`src/rtl/psrl_pkg.sv`:
```
`timescale 1ns / 1ps
package psrl_pkg;

  localparam int TABLE_DEPTH = 16;
  localparam int IDX_W = (TABLE_DEPTH > 1) ? $clog2(TABLE_DEPTH) : 1;

  localparam int ADDR_W   = 32;
  localparam int HANDLE_W = 10;
  localparam int TIME_W   = 32;
  localparam int QUOTA_W  = 8;
  localparam int WINDOW_W = 16;
  localparam int CFG_W    = 16;
  localparam int CFG_IDX_W = 1;
  localparam int IN_DATA_W  = 80;
  localparam int OUT_DATA_W = 8;

  localparam logic [QUOTA_W-1:0]  QUOTA_RESET  = 8'd10;
  localparam logic [WINDOW_W-1:0] WINDOW_RESET = 16'd900;

  localparam logic OP_CONNECT = 1'b0;
  localparam logic OP_REQUEST = 1'b1;

  localparam logic [CFG_IDX_W-1:0] CFG_QUOTA  = 1'b0;
  localparam logic [CFG_IDX_W-1:0] CFG_WINDOW = 1'b1;

  typedef struct packed {
    logic [ADDR_W-1:0]   address;
    logic [HANDLE_W-1:0] handle;
    logic [TIME_W-1:0]   window_start;
    logic [QUOTA_W-1:0]  quota;
  } entry_t;

  typedef enum logic [1:0] {
    ST_IDLE,
    ST_SCAN,
    ST_LAST,
    ST_FINISH
  } state_t;

  typedef struct packed {
    logic             latch;
    logic             scan_rd;
    logic [IDX_W-1:0] rd_idx;
    logic             finish;
  } cmd_t;

  typedef struct packed {
    logic out_stall;
  } stat_t;

endpackage

```
`src/rtl/psrl_ctrl.sv`:
```
`timescale 1ns / 1ps
module psrl_ctrl (
  input  logic            clk,
  input  logic            rst,
  input  logic            in_valid,
  output logic            in_ready,
  input  psrl_pkg::stat_t stat,
  output psrl_pkg::cmd_t  cmd
);

  psrl_pkg::state_t state, state_next;
  logic [psrl_pkg::IDX_W-1:0] cnt;

  localparam logic [psrl_pkg::IDX_W-1:0] LAST_IDX =
    psrl_pkg::IDX_W'(psrl_pkg::TABLE_DEPTH - 1);

  always_ff @(posedge clk) begin
    if (rst) begin
      state <= psrl_pkg::ST_IDLE;
      cnt   <= '0;
    end else begin
      state <= state_next;
      if (state == psrl_pkg::ST_IDLE) begin
        cnt <= '0;
      end else if (state == psrl_pkg::ST_SCAN) begin
        cnt <= cnt + 1'b1;
      end
    end
  end

  always_comb begin
    state_next = state;
    case (state)
      psrl_pkg::ST_IDLE: begin
        if (in_valid) state_next = psrl_pkg::ST_SCAN;
      end
      psrl_pkg::ST_SCAN: begin
        if (cnt == LAST_IDX) state_next = psrl_pkg::ST_LAST;
      end
      psrl_pkg::ST_LAST: begin
        state_next = psrl_pkg::ST_FINISH;
      end
      psrl_pkg::ST_FINISH: begin
        if (!stat.out_stall) state_next = psrl_pkg::ST_IDLE;
      end
      default: begin
        state_next = psrl_pkg::ST_IDLE;
      end
    endcase
  end

  always_comb begin
    in_ready    = 1'b0;
    cmd.latch   = 1'b0;
    cmd.scan_rd = 1'b0;
    cmd.rd_idx  = cnt;
    cmd.finish  = 1'b0;
    case (state)
      psrl_pkg::ST_IDLE: begin
        in_ready  = 1'b1;
        cmd.latch = in_valid;
      end
      psrl_pkg::ST_SCAN: begin
        cmd.scan_rd = 1'b1;
      end
      psrl_pkg::ST_LAST: begin
      end
      psrl_pkg::ST_FINISH: begin
        cmd.finish = !stat.out_stall;
      end
      default: begin
      end
    endcase
  end

endmodule

```
`src/rtl/psrl_datapath.sv`:
```
`timescale 1ns / 1ps
module psrl_datapath (
  input  logic                                clk,
  input  logic                                rst,
  input  psrl_pkg::cmd_t                      cmd,
  output psrl_pkg::stat_t                     stat,
  input  logic [psrl_pkg::IN_DATA_W-1:0]      in_data,
  input  logic                                in_op,
  input  logic                                cfg_wr_en,
  input  logic [psrl_pkg::CFG_IDX_W-1:0]      cfg_index,
  input  logic [psrl_pkg::CFG_W-1:0]          cfg_data,
  output logic                                out_valid,
  input  logic                                out_ready,
  output logic [psrl_pkg::OUT_DATA_W-1:0]     out_data
);

  logic [psrl_pkg::QUOTA_W-1:0]  quota_per_window;
  logic [psrl_pkg::WINDOW_W-1:0] window_length;

  logic                          op;
  logic [psrl_pkg::ADDR_W-1:0]   addr;
  logic [psrl_pkg::HANDLE_W-1:0] handle;
  logic [psrl_pkg::TIME_W-1:0]   now;

  psrl_pkg::entry_t mem [psrl_pkg::TABLE_DEPTH];
  psrl_pkg::entry_t rd_data;
  logic [psrl_pkg::TABLE_DEPTH-1:0] entry_valid;

  logic                       proc_en;
  logic [psrl_pkg::IDX_W-1:0] proc_idx;
  logic                       matched;
  logic                       allowed;
  logic                       full;

  logic                         out_allowed;
  logic                         out_full;

  logic                         wr_en;
  logic [psrl_pkg::IDX_W-1:0]   wr_idx;
  psrl_pkg::entry_t             wr_data;

  logic [psrl_pkg::TIME_W-1:0]  elapsed;
  logic                         expired;
  logic [psrl_pkg::TIME_W-1:0]  start_n;
  logic [psrl_pkg::QUOTA_W-1:0] quota_n;
  logic                         ent_valid;
  logic                         hit;
  logic                         quota_left;
  psrl_pkg::entry_t             upd;

  logic                         any_free;
  logic [psrl_pkg::IDX_W-1:0]   free_idx;
  logic                         do_insert;

  // config
  always_ff @(posedge clk) begin
    if (rst) begin
      quota_per_window <= psrl_pkg::QUOTA_RESET;
      window_length    <= psrl_pkg::WINDOW_RESET;
    end else if (cfg_wr_en) begin
      case (cfg_index)
        psrl_pkg::CFG_QUOTA:  quota_per_window <= cfg_data[psrl_pkg::QUOTA_W-1:0];
        psrl_pkg::CFG_WINDOW: window_length    <= cfg_data[psrl_pkg::WINDOW_W-1:0];
        default: begin
        end
      endcase
    end
  end

  // refill check and match on the entry read last cycle
  always_comb begin
    ent_valid  = entry_valid[proc_idx];
    elapsed    = now - rd_data.window_start;
    expired    = elapsed > {{(psrl_pkg::TIME_W-psrl_pkg::WINDOW_W){1'b0}}, window_length};
    start_n    = expired ? now : rd_data.window_start;
    quota_n    = expired ? quota_per_window : rd_data.quota;
    quota_left = quota_n != '0;
    if (op == psrl_pkg::OP_CONNECT) begin
      hit = ent_valid && !matched && (rd_data.address == addr);
    end else begin
      hit = ent_valid && !matched && (rd_data.handle == handle);
    end
    upd.address      = rd_data.address;
    upd.handle       = (hit && op == psrl_pkg::OP_CONNECT) ? handle : rd_data.handle;
    upd.window_start = start_n;
    upd.quota        = (hit && op == psrl_pkg::OP_REQUEST && quota_left) ?
                       quota_n - 1'b1 : quota_n;
  end

  // lowest free entry
  always_comb begin
    any_free = 1'b0;
    free_idx = '0;
    for (int k = psrl_pkg::TABLE_DEPTH - 1; k >= 0; k--) begin
      if (!entry_valid[k]) begin
        any_free = 1'b1;
        free_idx = psrl_pkg::IDX_W'(k);
      end
    end
  end

  assign do_insert = cmd.finish && (op == psrl_pkg::OP_CONNECT) && !matched && any_free;

  always_comb begin
    wr_en   = 1'b0;
    wr_idx  = proc_idx;
    wr_data = upd;
    if (do_insert) begin
      wr_en                = 1'b1;
      wr_idx               = free_idx;
      wr_data.address      = addr;
      wr_data.handle       = handle;
      wr_data.window_start = now;
      wr_data.quota        = quota_per_window;
    end else if (proc_en && ent_valid) begin
      wr_en = 1'b1;
    end
  end

  always_ff @(posedge clk) begin
    if (wr_en) mem[wr_idx] <= wr_data;
    if (cmd.scan_rd) rd_data <= mem[cmd.rd_idx];
  end

  always_ff @(posedge clk) begin
    if (rst) begin
      entry_valid <= '0;
      proc_en     <= 1'b0;
    end else begin
      proc_en <= cmd.scan_rd;
      if (do_insert) entry_valid[free_idx] <= 1'b1;
    end
  end

  always_ff @(posedge clk) begin
    proc_idx <= cmd.rd_idx;
    if (cmd.latch) begin
      op      <= in_op;
      addr    <= in_data[31:0];
      handle  <= in_data[41:32];
      now     <= in_data[73:42];
      matched <= 1'b0;
      allowed <= 1'b1;
    end else if (proc_en) begin
      matched <= matched | hit;
      if (hit && op == psrl_pkg::OP_REQUEST) allowed <= quota_left;
    end
  end

  always_comb begin
    full = (op == psrl_pkg::OP_CONNECT) && !matched && !any_free;
  end

  // result register
  always_ff @(posedge clk) begin
    if (rst) begin
      out_valid <= 1'b0;
    end else if (cmd.finish) begin
      out_valid <= 1'b1;
    end else if (out_ready) begin
      out_valid <= 1'b0;
    end
  end

  always_ff @(posedge clk) begin
    if (cmd.finish) begin
      out_allowed <= (op == psrl_pkg::OP_CONNECT) ? 1'b1 : allowed;
      out_full    <= full;
    end
  end

  assign stat.out_stall = out_valid && !out_ready;
  assign out_data = {{(psrl_pkg::OUT_DATA_W-2){1'b0}}, out_full, out_allowed};

endmodule

```
`src/rtl/per_source_request_rate_limiter.sv`:
```
`timescale 1ns / 1ps
// Fixed-window per-source rate limiter over a table of TABLE_DEPTH sources. Connect events
// (s_tuser = 0) register a source address with a connection handle; request events
// (s_tuser = 1) spend one unit of the owning source's quota and report allowed or denied.
// Each event first refills every entry whose window has run out. One event is handled at a
// time, and the pace is set by the single scan of the entry table that does refill and
// lookup together, reading one entry and writing back the previous one each cycle. A
// finished result sits in an output register, so the next event can be taken while it
// waits. Configuration writes must go in only while the block is idle; the block itself
// does not enforce this.
module per_source_request_rate_limiter (
  input  logic                                clk,
  input  logic                                rst,
  input  logic                                s_tvalid,
  output logic                                s_tready,
  // source_address[31:0], connection_handle[41:32], event time[73:42], zero pad
  input  logic [psrl_pkg::IN_DATA_W-1:0]      s_tdata,
  // operation[0]
  input  logic                                s_tuser,
  output logic                                m_tvalid,
  input  logic                                m_tready,
  // allowed[0], table_full[1], zero pad
  output logic [psrl_pkg::OUT_DATA_W-1:0]     m_tdata,
  input  logic                                cfg_wr_en,
  input  logic [psrl_pkg::CFG_IDX_W-1:0]      cfg_index,
  input  logic [psrl_pkg::CFG_W-1:0]          cfg_data
);

  psrl_pkg::cmd_t  cmd;
  psrl_pkg::stat_t stat;

  psrl_ctrl u_ctrl (
    .clk      (clk),
    .rst      (rst),
    .in_valid (s_tvalid),
    .in_ready (s_tready),
    .stat     (stat),
    .cmd      (cmd)
  );

  psrl_datapath u_datapath (
    .clk       (clk),
    .rst       (rst),
    .cmd       (cmd),
    .stat      (stat),
    .in_data   (s_tdata),
    .in_op     (s_tuser),
    .cfg_wr_en (cfg_wr_en),
    .cfg_index (cfg_index),
    .cfg_data  (cfg_data),
    .out_valid (m_tvalid),
    .out_ready (m_tready),
    .out_data  (m_tdata)
  );

  a_no_accept_in_scan: assert property (@(posedge clk) disable iff (rst)
    cmd.scan_rd |-> !s_tready)
    else $error("input accepted during table scan");

  a_one_at_a_time: assert property (@(posedge clk) disable iff (rst)
    s_tvalid && s_tready |=> !s_tready)
    else $error("second transaction accepted before scan");

  a_finish_loads_out: assert property (@(posedge clk) disable iff (rst)
    cmd.finish |=> m_tvalid)
    else $error("finished result not presented");

  a_finish_not_on_stall: assert property (@(posedge clk) disable iff (rst)
    cmd.finish |-> !(m_tvalid && !m_tready))
    else $error("result overwrites a stalled result");

endmodule

```
`config.mk`:
```
export PLATFORM = sky130hd
export DESIGN_NAME = per_source_request_rate_limiter
export DESIGN_NICKNAME = d
export VERILOG_FILES = /design/src/rtl/psrl_pkg.sv /design/src/rtl/psrl_ctrl.sv /design/src/rtl/psrl_datapath.sv /design/src/rtl/per_source_request_rate_limiter.sv
export SDC_FILE = /design/constraint.sdc
export NUM_CORES = 2
export LEC_CHECK = 0
export BUFFER_PORTS_ARGS = -buffer_cell sky130_fd_sc_hd__buf_2
export CELL_PAD_IN_SITES_DETAIL_PLACEMENT = 1
export CELL_PAD_IN_SITES_GLOBAL_PLACEMENT = 2
export CORE_MARGIN = 4
export CORE_UTILIZATION = 50
export CTS_CLUSTER_SIZE = 40
export DETAILED_ROUTE_END_ITERATION = 7
export MAX_ROUTING_LAYER = met4
export PLACE_DENSITY_LB_ADDON = 0.25
export SLEW_MARGIN = 20
export SYNTH_ARGS = -nofsm -noshare
export SYNTH_HDL_FRONTEND = slang
export SYNTH_HIERARCHICAL = 1
export SYNTH_SLANG_ARGS = --single-unit
```
`constraint.sdc`:
```
create_clock -name clk -period 7.6 [get_ports clk]
set_clock_uncertainty 0.05 [all_clocks]
set_input_delay 0.38 -clock clk [delete_from_list [all_inputs] [get_ports clk]]
set_output_delay 0.38 -clock clk [all_outputs]
set_load 0.02 [all_outputs]
```
Word-level counts from Yosys, hierarchy flattened
Memories as Yosys holds them, arrays and structs flattened. A register that Yosys moved wholly into a read port is not among the register bits. Index checks and enable logic that the tools add are counted.

Bits in registers: 131. Latch bits: 0. Bits in writable memories: 1312. ROM bits: 0. Word-level logic and storage cells: 120. Memories kept: 1.

Add/sub/neg operators: 3. Multiply operators: 0. Divide/modulo/power cells: 0. Magnitude comparators: 4. Equality and inequality tests: 9. Shift-type cells: 0. Mux-type cells: 57. Bitwise gates (word level): 4. Reduce and logical (&&, ||, !) cells: 26.

Memory list: u_datapath.mem (depth 16, bits a word 82, rd ports 1, clocked after memory_dff 1, wr ports 1, RTL line psrl_datapath.sv:25) `psrl_pkg::entry_t mem [psrl_pkg::TABLE_DEPTH];`.

Operator list (count): two-way mux 82 bit (1); two-way mux 4 bit (17); equality test 32 bit (1); greater-than comparator 32 x 16 -> 1 bit (1); two-way mux 32 bit (1); subtractor 32 bit (1); two-way mux 1 bit (29); two-way mux 8 bit (2); OR 16 bit (1); logical AND 1 bit (14); equality test 10 bit (1); less-than comparator 4 x 5 -> 1 bit, second input constant (2); two-way mux 10 bit (1); one-hot mux 2 bit (4 select lines) (1); nonzero test 8 bit (1); subtractor 8 x 1 -> 8 bit, second input constant (1); two-way mux 2 bit (3); inequality test 2 bit, second input constant (3); AND reduction 2 bit (3); adder 4 x 1 -> 4 bit, second input constant (1); binary-select mux 1 bit (select 4 bit) (1); demux 1 bit (select 4 bit) (1); equality test 2 bit, second input constant (2); equality test 4 bit, second input constant (1); 9 further kinds (13).

Depth between registers and ports, before layout
Word-level depth: 21. Mapped depth: 31. Depth with buffers taken out: 29.

Hierarchy
The synthesis kept the hierarchy.

Modules (own cells, without submodules): psrl_datapath (instances 1, cells an instance 2915, area an instance 60370.4 um^2); psrl_ctrl (instances 1, cells an instance 35, area an instance 337.8 um^2).

Worst setup path after synthesis
Ideal clock, no wire load.

Kind: register to register. Start point: register u_datapath/now[4] (netlist name). End point: memory u_datapath/mem[0][7] (netlist name) (data pin). Setup time: 0.284 ns. Data arrival time: 5.948 ns. Data required time: 7.266 ns. Slack: 1.319 ns. Stages on the path, launching flop included: 30. Path buffers: 3. Cells stage by stage: edfxtp_1 > ha_1 > a21o_1 > a31oi_1 > a211oi_1 > or2_0 > clkbuf_1 > a21o_1 > a21oi_1 > xnor2_1 > ha_1 > nand4_1 > nor2_1 > a221oi_1 > a22oi_1 > nor4_1 > nor4b_2 > nand4_4 > buf_6 > buf_8 > nor2_1 > a21oi_1 > ha_1 > nand3b_1 > nor4_1 > or2_2 > nor4_1 > nand3_1 > mux2_4 > o21ai_1.

RTL lines: start, declared (RTL line psrl_datapath.sv:23) `logic [psrl_pkg::TIME_W-1:0] now;`; start signal, assigned (RTL line psrl_datapath.sv:141) `now <= in_data[73:42];`; end, declared (RTL line psrl_datapath.sv:25).

==> metrics.txt <==
NumNets Final=3,377; Async SR Flop Fraction=0%; Yosys top cell by area=edfxtp_1; first-pass GRT wire length=223 mm; worst skew pair latency=0.78 ns; GR Util All Layers=24.9%; placed insts=4,578; layout overhead on the synthesized area=14.1%; Fill cells=10.2k; Initial Util=50.5%; crit path DAT=7.40 ns; leakage dissipation=21.7 nW; Max Freq=144 MHz; vias=30.2k; Final ANT Viol Nets=0; layout cells sized above 1=25.6%; die height=356 µm; worst-margin pin slew=1.07 ns; Placeable Area=0.120 mm²; total clock sinks=1,525; Die Wd=356 µm; outcome=completed; CTS clk-pin slew, worst paths=0.07 ns; drt pass-1 iters=5; FF/Latch Area=0.0453 mm²; Main synth FF type=edfxtp_1; CTS Buf Count=155; fin crit share=91.5%; Cell variety after synth=90; initial drt markers=3,129; Post-Syn Area=0.0607 mm²; DRC=0; Non-Filler Instances=4,952; root buf cell=clkbuf_16; Fin Setup TNS=0 ns; footprint of the multi-input gates=0.0148 mm²; total power draw=21.0 mW; total grt overflow=0; Gate Count Post-Synth=2,950; DP HPWL=80.2 mm; WL per Instance=30.4 µm; Port Buffer Count=100; largest net degree at the start of global routing=145; placed cell area=0.0634 mm²; CTS tree=built; Final min period=6.95 ns; crit start category=register; vias in the first global route=32.7k; row count=127; synthesized flop and latch total=1,525; Design Area, Final=0.0693 mm²; max-cap violations=0; wirelength, routed=151 mm; pwr/cell area=303 mW/mm²; diode count=0; die area=0.127 mm²; CP Capture Type=register; sequential element share of the synthesized area=74.5%; # H-tree levels=4; crit path kind=reg2reg; vias per cell=6.10; initial antenna violation count=0; CTS Buffer Depth=3; CP required=8.05 ns; Final Hold Fails=0; Syn Area/Cell=20.6 µm²; # IOs=113; Setup Buffers After CTS=0; Slew Viols, Final=0; Area contributors post-synth=edfxtp_1, mux4_2, dfxtp_1; RSZ-0062 raised after global routing=false; CP Max Fanout=21; Max rail drop VDD=0.000249 V; worst hold path class=in2reg; GPL Wtd Cong=0.838; Relative slew margins=28.4%; area share of the largest cell type after synthesis=72.8%; final setup violating endpoints=0; number of synthesized flops with an enable pin=1,471; Warnings, synthesis=6
cell families after synthesis:
| family | synth area share, % |
|---|---|
| AOI/OAI and AO/OA | 2.31 |
| xor gates and xnor gates | 1.04 |
| other | 0.00618 |
| buffers and inverters | 1.41 |
| DFF | 74.5 |
| adders and majority gates | 1.13 |
| muxes | 16.3 |
| and+or+nand+nor | 3.28 |
cells in the mapped netlist, drive strengths merged, types with 10 or more instances:
| library cell | n |
|---|---|
| inv | 69 |
| edfxtp | 1471 |
| a21o | 13 |
| o21ai | 29 |
| dfxtp | 54 |
| xor2 | 42 |
| mux2 | 42 |
| nor3 | 26 |
| o21a | 10 |
| nand4 | 21 |
| a21oi | 84 |
| buf | 59 |
| nand2 | 206 |
| nor2 | 75 |
| mux4 | 415 |
| xnor2 | 30 |
| nor4 | 14 |
| nor2b | 11 |
| clkbuf | 78 |
| ha | 53 |
| nand3 | 15 |
sequential cells by signal, summed over array words and instances, names as in the netlist, 2 cells and up:
name and flops:
u_ctrl/state 2, u_datapath/window_length 16, u_datapath/rd_data 82, u_datapath/entry_valid 16, u_ctrl/cnt 4, u_datapath/addr 32, u_datapath/quota_per_window 8, u_datapath/handle 10
u_datapath/now 32, u_datapath/proc_idx 4, u_datapath/mem 1312
layout make-up:
type | instances | share of cell area, %
clock buffers | 189 | 5.90
repair buffers | 245 | 2.96
flip-flops and latches | 1525 | 65.4
clock inverters | 88 | 1.13
inverters | 69 | 0.374
well taps | 1612 | 2.91
multi-input cells | 1224 | 21.4
critical path: stages (launching register included):
cell	delay, ns
edfxtp_1	0.39
ha_1	0.38
a21o_1	0.20
a31oi_1	0.28
a211oi_2	0.16
or2_0	0.33
a21o_1	0.22
a21oi_1	0.17
xnor2_1	0.14
ha_1	0.26
nand4_1	0.16
nor2_1	0.07
a221oi_1	0.26
a22oi_1	0.16
nor4_1	0.34
nor4b_2	0.42
nand4_4	0.23
buf_4	0.30
a21oi_1	0.18
ha_1	0.20
nand3b_1	0.14
nor4_1	0.47
or2_2	0.26
nor4_1	0.08
nand2_1	0.15
a21oi_1	0.10
o22ai_2	0.55
final timing paths:
check                              startpoint                             end  slack [ns]  depth (start not counted)
hold / removal                      cfg_wr_en  u_datapath/quota_per_window[2]        0.12                          4
hold reg to reg   u_datapath/window_length[6]     u_datapath/window_length[6]        0.43                          2
setup reg to reg            u_datapath/now[4]            u_datapath/mem[6][5]        0.65                         26
setup / recovery            u_datapath/now[4]            u_datapath/mem[6][5]        0.65                         26
metal layers:
| metal | track usage, % | up-vias | wire, µm |
|---|---|---|---|
| li1 | - | 12700 | - |
| met1 | 33.2 | 16300 | 62200 |
| met2 | 41.4 | 986 | 77600 |
| met3 | 3.49 | 218 | 7740 |
| met4 | 5.96 | 0 | 3060 |
| met5 | - | - | 0 |
report_power, final:
part | switching (mW) | leakage (nW) | internal, mW | total, mW
clock | 3.20 | 2.38 | 4.15 | 7.35
combinational | 2.02 | 5.61 | 1.22 | 3.24
sequential | 0.248 | 13.7 | 10.1 | 10.4
through the flow:
step                worst slack [ns]  hold slack, ns  utilization, %
finish                         0.647           0.119            57.6
global route                  0.0495           0.109            57.6
CTS                            0.246          0.0402            57.5
detailed placement             0.276           0.402            52.7
global placement               0.528           0.398            52.7
floorplan                       1.32           0.324               -
timing repair:
action	CTS	global route
endpoints found under the hold margin	102	0
resized for setup	0	3
endpoints found under the setup margin	0	48
hold buffers	96	0
placed cells by master (no fill, tap or decap), types with 17 or more instances in the layout:
cell type | netlist | final
a21oi_1 | 84 | 82
clkinv_1 | 0 | 27
nand4_1 | 20 | 20
edfxtp_1 | 1471 | 1471
mux4_2 | 415 | 415
clkbuf_16 | 0 | 156
o21ai_0 | 17 | 17
clkbuf_1 | 77 | 27
mux2_1 | 30 | 30
ha_1 | 53 | 52
nor2_1 | 73 | 57
nor3_1 | 25 | 25
nand2_1 | 204 | 204
xor2_1 | 42 | 42
xnor2_1 | 30 | 30
buf_4 | 11 | 32
dlygate4sd3_1 | 0 | 96
buf_2 | 5 | 100
clkinv_2 | 0 | 30
dfxtp_1 | 54 | 50
inv_1 | 69 | 69
No activity file was read; power rests on OpenSTA's default activity.
